--- config.mk ---
export PLATFORM = sky130hd
export DESIGN_NAME = canonical_kmer_rolling_hash_top
export DESIGN_NICKNAME = d
export VERILOG_FILES = /design/src/design/ckrh_pkg.sv /design/src/design/ckrh_ctrl.sv /design/src/design/ckrh_datapath.sv /design/src/design/canonical_kmer_rolling_hash_top.sv
export SDC_FILE = /design/constraint.sdc
export NUM_CORES = 2
export LEC_CHECK = 0
export ABC_AREA = 1
export BUFFER_PORTS_ARGS = -buffer_cell sky130_fd_sc_hd__buf_4
export CORE_MARGIN = 2
export CORE_UTILIZATION = 55
export DETAILED_ROUTE_END_ITERATION = 16
export PLACE_DENSITY_LB_ADDON = 0.12
export SLEW_MARGIN = 10
export SYNTH_ARGS = -nofsm -noshare
export SYNTH_HDL_FRONTEND = slang
export SYNTH_HIERARCHICAL = 1
export SYNTH_SLANG_ARGS = --single-unit
--- constraint.sdc ---
create_clock -name clk -period 7.96 [get_ports clk]
set_input_delay 0.796 -clock clk [delete_from_list [all_inputs] [get_ports clk]]
set_output_delay 0.796 -clock clk [all_outputs]
set_load 0.03 [all_outputs]
--- src/design/ckrh_pkg.sv ---
// ----------------------------------------------------------------------------
// ckrh_pkg
// Shared widths, register indexes and the controller command bundle for the
// canonical k-mer rolling hash block.
// ----------------------------------------------------------------------------
package ckrh_pkg;

  localparam int NUC_W      = 8;
  localparam int KMER_W     = 32;
  localparam int KLEN_W     = 5;
  localparam int TLOG_W     = 6;
  localparam int CFG_IDX_W  = 2;
  localparam int CFG_DATA_W = 6;

  // Configuration register indexes.
  localparam logic [CFG_IDX_W-1:0] REG_KMER_LENGTH     = 2'd0;
  localparam logic [CFG_IDX_W-1:0] REG_TABLE_SIZE_LOG2 = 2'd1;

  // One-hot style commands from the controller to the datapath.
  typedef struct packed {
    logic take_base;  // Shift the accepted base into both k-mers.
    logic pick_min;   // Load the smaller k-mer into the hash register.
    logic mix_a;      // First xor-shift and multiply round.
    logic mix_b;      // Second xor-shift and multiply round.
    logic load_out;   // Final xor-shift, mask, and load the output register.
  } ckrh_cmd_t;

endpackage

--- src/design/ckrh_ctrl.sv ---
// ----------------------------------------------------------------------------
// ckrh_ctrl
// Sequencer for one base at a time: accept, pick the smaller k-mer, two
// hash rounds, then hand the result to the output register.
// ----------------------------------------------------------------------------
module ckrh_ctrl (
  input  logic               clk,
  input  logic               rst_n,
  input  logic               in_valid,
  output logic               in_stall,
  output logic               out_valid,
  input  logic               out_stall,
  output ckrh_pkg::ckrh_cmd_t cmd
);
  import ckrh_pkg::*;

  localparam logic [2:0] ST_IDLE = 3'd0;
  localparam logic [2:0] ST_MIN  = 3'd1;
  localparam logic [2:0] ST_MA   = 3'd2;
  localparam logic [2:0] ST_MB   = 3'd3;
  localparam logic [2:0] ST_FIN  = 3'd4;

  logic [2:0] state_r, state_nxt;
  logic       out_valid_r, out_valid_nxt;
  logic       slot_free;

  assign in_stall  = (state_r != ST_IDLE);
  assign out_valid = out_valid_r;
  assign slot_free = !out_valid_r || !out_stall;

  always_comb begin
    state_nxt = state_r;
    cmd       = '0;
    unique case (state_r)
      ST_IDLE: begin
        if (in_valid) begin
          cmd.take_base = 1'b1;
          state_nxt     = ST_MIN;
        end
      end
      ST_MIN: begin
        cmd.pick_min = 1'b1;
        state_nxt    = ST_MA;
      end
      ST_MA: begin
        cmd.mix_a = 1'b1;
        state_nxt = ST_MB;
      end
      ST_MB: begin
        cmd.mix_b = 1'b1;
        state_nxt = ST_FIN;
      end
      ST_FIN: begin
        if (slot_free) begin
          cmd.load_out = 1'b1;
          state_nxt    = ST_IDLE;
        end
      end
      default: begin
        state_nxt = ST_IDLE;
      end
    endcase
  end

  always_comb begin
    out_valid_nxt = out_valid_r;
    if (out_valid_r && !out_stall) begin
      out_valid_nxt = 1'b0;
    end
    if (cmd.load_out) begin
      out_valid_nxt = 1'b1;
    end
  end

  always_ff @(posedge clk) begin
    if (!rst_n) begin
      state_r     <= ST_IDLE;
      out_valid_r <= 1'b0;
    end else begin
      state_r     <= state_nxt;
      out_valid_r <= out_valid_nxt;
    end
  end

endmodule

--- src/design/ckrh_datapath.sv ---
// ----------------------------------------------------------------------------
// ckrh_datapath
// Configuration registers, rolling forward and reverse-complement k-mers,
// the fill counter, the shared hash register and the output register.
// ----------------------------------------------------------------------------
module ckrh_datapath (
  input  logic                                clk,
  input  logic                                rst_n,
  input  ckrh_pkg::ckrh_cmd_t                 cmd,
  input  logic                                cfg_we,
  input  logic [ckrh_pkg::CFG_IDX_W-1:0]      cfg_index,
  input  logic [ckrh_pkg::CFG_DATA_W-1:0]     cfg_data,
  input  logic [ckrh_pkg::NUC_W-1:0]          in_nucleotide,
  input  logic                                in_restart,
  output logic [ckrh_pkg::KMER_W-1:0]         out_forward_kmer,
  output logic [ckrh_pkg::KMER_W-1:0]         out_reverse_kmer,
  output logic [ckrh_pkg::KMER_W-1:0]         out_bucket_index,
  output logic                                out_kmer_full
);
  import ckrh_pkg::*;

  localparam logic [KMER_W-1:0] MUL_A = 32'h2c1b3c6d;
  localparam logic [KMER_W-1:0] MUL_B = 32'h297a2d39;

  function automatic logic [1:0] fwd_code(input logic [NUC_W-1:0] ch);
    logic [1:0] c;
    case (ch)
      "C", "c": c = 2'd1;
      "G", "g": c = 2'd2;
      "T", "t": c = 2'd3;
      default:  c = 2'd0;
    endcase
    return c;
  endfunction

  function automatic logic [1:0] comp_code(input logic [NUC_W-1:0] ch);
    logic [1:0] c;
    case (ch)
      "A":     c = 2'd3;
      "C":     c = 2'd2;
      "G":     c = 2'd1;
      default: c = 2'd0;
    endcase
    return c;
  endfunction

  function automatic logic [KMER_W-1:0] xshift(input logic [KMER_W-1:0] v);
    return v ^ (v >> 16);
  endfunction

  logic [KLEN_W-1:0] klen_r;
  logic [TLOG_W-1:0] tlog_r;
  logic [KMER_W-1:0] fwd_r, fwd_nxt;
  logic [KMER_W-1:0] rev_r, rev_nxt;
  logic [KLEN_W-1:0] fill_r, fill_nxt;
  logic              full_r;
  logic [KMER_W-1:0] hash_r;
  logic [KMER_W-1:0] fwd_o_r, rev_o_r, bkt_o_r;
  logic              full_o_r;

  logic [KLEN_W-1:0] k_eff;
  logic [KMER_W-1:0] kmask;
  logic [KMER_W-1:0] fwd_base, rev_base;
  logic [KLEN_W-1:0] fill_base;
  logic [KMER_W-1:0] comp_sh;
  logic [TLOG_W-1:0] lg;
  logic [KMER_W:0]   tmask_w;
  logic [KMER_W-1:0] tmask;

  // Length zero acts as one; anything above sixteen acts as sixteen.
  always_comb begin
    k_eff = klen_r;
    if (klen_r == '0) begin
      k_eff = KLEN_W'(1);
    end else if (klen_r > KLEN_W'(16)) begin
      k_eff = KLEN_W'(16);
    end
  end

  assign kmask = (k_eff == KLEN_W'(16)) ? '1
               : ((KMER_W'(1) << {k_eff, 1'b0}) - KMER_W'(1));

  assign fwd_base  = in_restart ? '0 : fwd_r;
  assign rev_base  = in_restart ? '0 : rev_r;
  assign fill_base = in_restart ? '0 : fill_r;
  assign comp_sh   = KMER_W'(comp_code(in_nucleotide)) << {k_eff - KLEN_W'(1), 1'b0};
  assign fwd_nxt   = ((fwd_base << 2) | KMER_W'(fwd_code(in_nucleotide))) & kmask;
  assign rev_nxt   = (rev_base >> 2) + comp_sh;
  assign fill_nxt  = (fill_base < KLEN_W'(16)) ? fill_base + KLEN_W'(1) : fill_base;

  assign lg      = (tlog_r > TLOG_W'(32)) ? TLOG_W'(32) : tlog_r;
  assign tmask_w = ((KMER_W+1)'(1) << lg) - (KMER_W+1)'(1);
  assign tmask   = tmask_w[KMER_W-1:0];

  always_ff @(posedge clk) begin
    if (!rst_n) begin
      klen_r <= KLEN_W'(16);
      tlog_r <= TLOG_W'(20);
      fwd_r  <= '0;
      rev_r  <= '0;
      fill_r <= '0;
    end else begin
      if (cfg_we && cfg_index == REG_KMER_LENGTH) begin
        klen_r <= cfg_data[KLEN_W-1:0];
      end
      if (cfg_we && cfg_index == REG_TABLE_SIZE_LOG2) begin
        tlog_r <= cfg_data;
      end
      if (cmd.take_base) begin
        fwd_r  <= fwd_nxt;
        rev_r  <= rev_nxt;
        fill_r <= fill_nxt;
      end
    end
  end

  always_ff @(posedge clk) begin
    if (cmd.take_base) begin
      full_r <= (fill_nxt >= k_eff);
    end
    if (cmd.pick_min) begin
      hash_r <= (fwd_r < rev_r) ? fwd_r : rev_r;
    end else if (cmd.mix_a) begin
      hash_r <= xshift(hash_r) * MUL_A;
    end else if (cmd.mix_b) begin
      hash_r <= xshift(hash_r) * MUL_B;
    end
    if (cmd.load_out) begin
      fwd_o_r  <= fwd_r;
      rev_o_r  <= rev_r;
      bkt_o_r  <= xshift(hash_r) & tmask;
      full_o_r <= full_r;
    end
  end

  assign out_forward_kmer = fwd_o_r;
  assign out_reverse_kmer = rev_o_r;
  assign out_bucket_index = bkt_o_r;
  assign out_kmer_full    = full_o_r;

endmodule

--- src/design/canonical_kmer_rolling_hash_top.sv ---
// ----------------------------------------------------------------------------
// canonical_kmer_rolling_hash_top
// Canonical 2-bit k-mer rolling hash over a stream of nucleotide characters.
// ----------------------------------------------------------------------------
// Usage:
// The input channel carries one ASCII base per transfer, plus a restart bit
// that clears both k-mers and the fill count before that base is taken.
// Every input transfer yields exactly one output transfer carrying the
// forward k-mer, the reverse-complement k-mer, the masked hash of the smaller
// of the two, and a flag that is set once a full k-mer has been seen.
// The block handles one base at a time: the base is taken, then the
// controller walks the shared hash register through a min-select and two
// xor-shift-multiply rounds, one multiplier per cycle, and loads the output
// register. The next base is accepted only once the output register has
// been loaded, and the result shows on the output from that register.
// The output register holds one finished result; while the receiver stalls,
// the result and out_valid stay put and the block holds its last step until
// the register can take the next result. in_stall is high while a base is
// in flight.
// Reset (synchronous, active low) clears both k-mers, the fill count and
// out_valid, and restores kmer_length to 16 and table_size_log2 to 20.
// Configuration writes take effect on the next clock and belong to idle time.
// ----------------------------------------------------------------------------
module canonical_kmer_rolling_hash_top (
  input  logic                                clk,
  input  logic                                rst_n,
  input  logic                                cfg_we,
  input  logic [ckrh_pkg::CFG_IDX_W-1:0]      cfg_index,
  input  logic [ckrh_pkg::CFG_DATA_W-1:0]     cfg_data,
  input  logic                                in_valid,
  output logic                                in_stall,
  input  logic [ckrh_pkg::NUC_W-1:0]          in_nucleotide,
  input  logic                                in_restart,
  output logic                                out_valid,
  input  logic                                out_stall,
  output logic [ckrh_pkg::KMER_W-1:0]         out_forward_kmer,
  output logic [ckrh_pkg::KMER_W-1:0]         out_reverse_kmer,
  output logic [ckrh_pkg::KMER_W-1:0]         out_bucket_index,
  output logic                                out_kmer_full
);
  import ckrh_pkg::*;

  // Commands from the sequencer; the datapath reports no status back since
  // the sequencer's steps depend only on in_valid and out_stall.
  ckrh_cmd_t cmd;

  ckrh_ctrl u_ctrl (
    .clk       (clk),
    .rst_n     (rst_n),
    .in_valid  (in_valid),
    .in_stall  (in_stall),
    .out_valid (out_valid),
    .out_stall (out_stall),
    .cmd       (cmd)
  );

  ckrh_datapath u_dp (
    .clk              (clk),
    .rst_n            (rst_n),
    .cmd              (cmd),
    .cfg_we           (cfg_we),
    .cfg_index        (cfg_index),
    .cfg_data         (cfg_data),
    .in_nucleotide    (in_nucleotide),
    .in_restart       (in_restart),
    .out_forward_kmer (out_forward_kmer),
    .out_reverse_kmer (out_reverse_kmer),
    .out_bucket_index (out_bucket_index),
    .out_kmer_full    (out_kmer_full)
  );

endmodule

# Word level (Yosys, flattened, before mapping)
# Index checks and enable logic that the tools add are counted.
dict set report word_totals {
  register_bits 214
  out_inout_bits 99
  wordCells 89
}
dict set report classes {
  add_sub_neg 5
  mul 2
  n_lt_le_gt_ge 5
  n_eq_ne 15
  n_shift 3
  n_mux 26
  bitwise 4
  reduce_logical 16
}
# cell n
set op_table {}
lappend op_table {{$mux W32} 6}
lappend op_table {{$and A32 B32 Y32} 2}
lappend op_table {{$mul A32 B30 Y32 const B} 2}
lappend op_table {{$shl A1 B6 Y32 const A} 2}
lappend op_table {{$eq A8 B7 Y1 const B} 7}
lappend op_table {{$add A30 B32 Y32} 1}
lappend op_table {{$lt A32 B32 Y1} 1}
lappend op_table {{$or A32 B2 Y32} 1}
lappend op_table {{$shl A2 B6 Y32} 1}
lappend op_table {{$sub A32 B1 Y32 const B} 1}
lappend op_table {{$sub A32 B2 Y32 const B} 1}
lappend op_table {{$xor A32 B16 Y32} 1}
lappend op_table {{$mux W30} 1}
lappend op_table {{$mux W5} 4}
lappend op_table {{$pmux W3 S5} 1}
lappend op_table {{$pmux W2 S3} 2}
lappend op_table {{$mux W1} 9}
lappend op_table {{$eq A3 B2 Y1 const B} 2}
lappend op_table {{$gt A6 B6 Y1 const B} 1}
lappend op_table {{$mux W3} 2}
lappend op_table {{$mux W6} 1}
lappend op_table {{$reduce_bool A3 Y1} 2}
lappend op_table {{$reduce_or A2 Y1} 3}
lappend op_table {{$add A5 B1 Y5 const B} 1}
lappend op_table {{18 further kinds} 21}

# Longest topological paths before layout
dict set report logic_depth {
  ltp_word 7
  depth_mapped 40
  depth_no_buf 40
}

# Hierarchy
# Netlist, hierarchy kept.
# module instances cells_each area_each_um2 seq_area_each_um2
set by_module_without_submodules {}
lappend by_module_without_submodules {ckrh_datapath 1 3626 29743.5 5505.3}
lappend by_module_without_submodules {ckrh_ctrl 1 30 195.2 80.1}

# Worst setup path before layout
# Ideal clock, no wire load.
dict set report synth_path {
  path_type {register to register}
  startpoint {reg u_dp.hash_r[30]}
  endpoint {reg u_dp.hash_r[29] (data pin)}
  setup_ns 0.253
  arrival_ns 6.628
  required_ns 7.707
  path_slack_ns 1.079
  path_stages_with_launch 26
  path_buffers 0
  path_cell_list {edfxtp_1 xnor2_1 inv_1 ha_1 fa_1 inv_1 fa_1 fa_1 fa_1 inv_1 fa_1 fa_1 inv_1 fa_1 inv_1 ha_1 nand2_1 nor2_1 nand2_1 or2_2 nand3_1 a21oi_1 o21ai_0 o21ai_0 nand2_1 nand2_1}
}
dict set report synth_via {
  elab_chain_len 5
  elab_cells_between_ends 6
  cone_classes {mul (2); mux (3); bitwise (1)}
}
# item line_no
set synth_rtl {}
lappend synth_rtl {{start: declaration} ckrh_datapath.sv:57} ;# logic [KMER_W-1:0] hash_r;
lappend synth_rtl {{start signal: assignment} ckrh_datapath.sv:122} ;# hash_r <= (fwd_r < rev_r) ? fwd_r : rev_r;
lappend synth_rtl {{start signal: assignment} ckrh_datapath.sv:124} ;# hash_r <= xshift(hash_r) * MUL_A;
lappend synth_rtl {{start signal: assignment} ckrh_datapath.sv:126} ;# hash_r <= xshift(hash_r) * MUL_B;
lappend synth_rtl {{$xor A32 B16 Y32 *} ckrh_datapath.sv:48} ;# return v ^ (v >> 16);
lappend synth_rtl {{$mul A32 B30 Y32} ckrh_datapath.sv:126}
lappend synth_rtl {{$mux W32} ckrh_datapath.sv:125} ;# end else if (cmd.mix_b) begin
lappend synth_rtl {{$mux W32 *} ckrh_datapath.sv:123} ;# end else if (cmd.mix_a) begin
lappend synth_rtl {{$mux W32 *} ckrh_datapath.sv:121} ;# if (cmd.pick_min) begin
# Mark *: on every way between the ends. The rest lies on a longest branch, timed or not. The select of a mux whose other input is x is not followed.
# A chain may end at the register's enable or synchronous reset.

# Worst setup path in the final report
dict set report layout_path {
  startpoint {reg u_dp.hash_r[26]}
  endpoint {reg u_dp.hash_r[24] (data pin)}
}
# Same word-level chain as after synthesis.

==> impl_metrics.ini <==
[route]
initialDrtViolationCount = 1923
ant_nets = 0
wire_per_inst_um = 22.64
vias = 25228
wl_um = 102500
drc = 0
first_pass_iters = 6
via_per_inst = 5.572

[floorplan]
rows = 85
ios = 121
dieArea_mm2 = 0.05632
die_y_um = 237.3
core-area_mm2 = 0.05381
start_util_pct = 55.63
die_w_um = 237.3

[timing]
finClkSkew_ns = 0.02029
tightest_slew_ns = 1.183
setup_tns_ns = 0
fmax_mhz = 133.1
slew_viol_final = 0
layout_worst_path_cycle_share_pct = 94.37
rsz0062_at_grt = no
min_period_ns = 7.512
hold_violations = 0
relSlewSlack_pct = 20.82
setup_viol_count_final = 0

[global_routing]
antenna_found_initial = 2
grt_pass1_wl_um = 155100
grt_pass1_vias = 25662
grt_max_degree = 74
track_usage_pct = 37.12
overflow = 0

[worst_setup_path]
r2r_slack_ns = 0.45
critPathLaunchType = register
crit_fanout = 5
crit_arrival_ns = 7.79
path_class = reg2reg
cp.required_ns = 8.24
endpoint_kind = register

[logic_synthesis]
async_flop_share_pct = 0
synth_fp_nets = 4462
synth.ff_latch_count = 214
syn_area_mm2 = 0.02994
synth_ff_type = edfxtp_1
synth_area_leaders = fa_1 (23%), ha_1 (18%), edfxtp_1 (13%)
synthesis.instances = 3656
synth_edf_count = 130
ys_types = 53
yosysTopAreaCell = fa_1
avgSynthCellArea_um2 = 8.189
ys_seq_area_share_pct = 18.66
synth_top_area_share_pct = 22.94
yosysWarnings = 6

[clocking]
clk_latency_ns = 0.55
clkTransAtPathRegs_ns = 0.07
htree_levels = 1
cts_tree = yes
cts_hold_buf = 0
clock_sinks = 214
clockRootBuffer = clkbuf_16
cts_buffers = 24
clock_path_buffers = 3

[outcome]
outcome = completed

[placement]
gp_congestion = 1.007
dp_hpwl_um = 87610
numPortBuffers = 120

[cells_and_area]
areaGrowthSynthToFinish_pct = 9.545
drive_gt1_share_pct = 7.805
nets = 4619

[worst_hold_path]
hold_path.class = reg2reg

[run]
drv_cap = 0
per-stage QoR:
step | area [µm²] | hold slack, ns | cells | utilization, % | worst slack [ns]
finish | 32800 | 0.4269 | 4528 | 60.94 | 0.4481
global route | 32790 | 0.4391 | 4527 | 60.94 | 0.08088
CTS | 32780 | 0.4281 | 4526 | 60.92 | 0.2273
detailed placement | 31990 | 0.4133 | 4482 | 59.45 | 0.2951
global placement | 31990 | 0.4121 | 4482 | 59.45 | 0.1053
floorplan | 29940 | 0.4003 | 3656 | - | 1.079
flip-flops by register name, summed over array words and instances, names as in the netlist, 5 cells and up:
register,count
u_dp/klen_r,5
u_dp/out_forward_kmer,32
u_dp/rev_r,32
u_dp/hash_r,32
u_dp/fill_r,5
u_dp/tlog_r,6
u_dp/out_reverse_kmer,32
u_dp/fwd_r,32
u_dp/out_bucket_index,32
metal layers:
| metal | global-route usage [%] | wire (µm) | share of wire, % | vias up |
|---|---|---|---|---|
| li1 | - | - | - | 11956 |
| met1 | 45.67 | 40530 | 40 | 12140 |
| met2 | 64.45 | 50110 | 49 | 911 |
| met3 | 5.690 | 6509 | 6.3 | 215 |
| met4 | 16.75 | 5343 | 5.2 | 6 |
| met5 | 0 | 34 | 0.033 | - |
what timing repair did:
item,in CTS,in global routing
setup buffers,0,1
endpoints found under the setup margin,0,11
hold endpoints to repair,0,0
gates resized for setup,0,2
worst max-delay path: stages, from the launching register on:
cell and delay [ns]:
edfxtp_1 0.45, xor2_1 0.76, ha_1 0.50, inv_1 0.16, fa_1 0.54, fa_1 0.52
fa_1 0.42, inv_1 0.09, fa_1 0.45, fa_1 0.52, fa_1 0.50, inv_1 0.06
fa_1 0.51, inv_1 0.05, ha_1 0.35, nand2_1 0.14, nor2_1 0.18, inv_1 0.06
nor2_1 0.12, nand4_1 0.13, nand4_1 0.12, a21oi_1 0.08, o21ai_0 0.37, o21ai_0 0.16
path summary, 6_finish.rpt:
kind,from,end,cells past startpoint
worst max register to register,u_dp/hash_r[26],u_dp/hash_r[24],23
worst min-delay path,u_dp/rev_r[2],u_dp/out_reverse_kmer[2],0
worst min register to register,u_dp/rev_r[2],u_dp/out_reverse_kmer[2],0
worst max-delay path,u_dp/hash_r[26],u_dp/hash_r[24],23
cells in the mapped netlist, drive strengths merged, types with 5 or more instances:
| master | instances |
|---|---|
| a21boi | 7 |
| a21o | 12 |
| a21oi | 218 |
| a22oi | 7 |
| a31oi | 5 |
| buf | 9 |
| clkbuf | 46 |
| dfxtp | 84 |
| edfxtp | 130 |
| fa | 343 |
| ha | 441 |
| inv | 803 |
| nand2 | 625 |
| nand3 | 180 |
| nand3b | 17 |
| nand4 | 36 |
| nor2 | 304 |
| nor3 | 37 |
| nor4 | 6 |
| o211ai | 17 |
| o21a | 6 |
| o21ai | 174 |
| o21bai | 25 |
| or2 | 21 |
| xnor2 | 30 |
| xor2 | 54 |
cells by family after synthesis:
family / count (synthesis) / share of synthesized area [%]
xor gates and xnor gates: 84 / 2.457
DFF: 214 / 18.66
and+or+nand+nor: 1227 / 17.68
AOI/OAI and AO/OA: 488 / 9.002
buffers and inverters: 859 / 10.84
adders and majority gates: 784 / 41.37
layout by cell type, fill, tap and decap left out, types with 9 or more instances in the layout:
| cell type | count |
|---|---|
| dfxtp_1 | 84 |
| inv_1 | 792 |
| nand3b_1 | 17 |
| or2_2 | 19 |
| nor2_2 | 9 |
| nor3_1 | 33 |
| a21oi_1 | 218 |
| ha_1 | 441 |
| clkbuf_16 | 27 |
| nand2_1 | 608 |
| nand4_1 | 36 |
| nor2_1 | 286 |
| o21ai_1 | 10 |
| o21bai_1 | 25 |
| o211ai_1 | 17 |
| nand2_4 | 9 |
| nand3_1 | 180 |
| xnor2_1 | 30 |
| o21ai_0 | 164 |
| a21o_1 | 12 |
| xor2_1 | 54 |
| buf_4 | 186 |
| edfxtp_1 | 130 |
| inv_2 | 9 |
| fa_1 | 343 |
layout make-up:
cell class,count,area [µm²]
Multi-Input combinational cell,2583,21130
Fill cell,5014,21020
Sequential cell,214,5585
Inverter,804,3025
Timing Repair Buffer,186,1396
Tap cell,696,870.8
Clock buffer,33,708.2
Clock inverter,11,78.83
Antenna cell,1,2.502
Power is left out: the tool's default activity adds up to more than one toggle a clock period on the data nets, which glitch-free logic cannot reach.
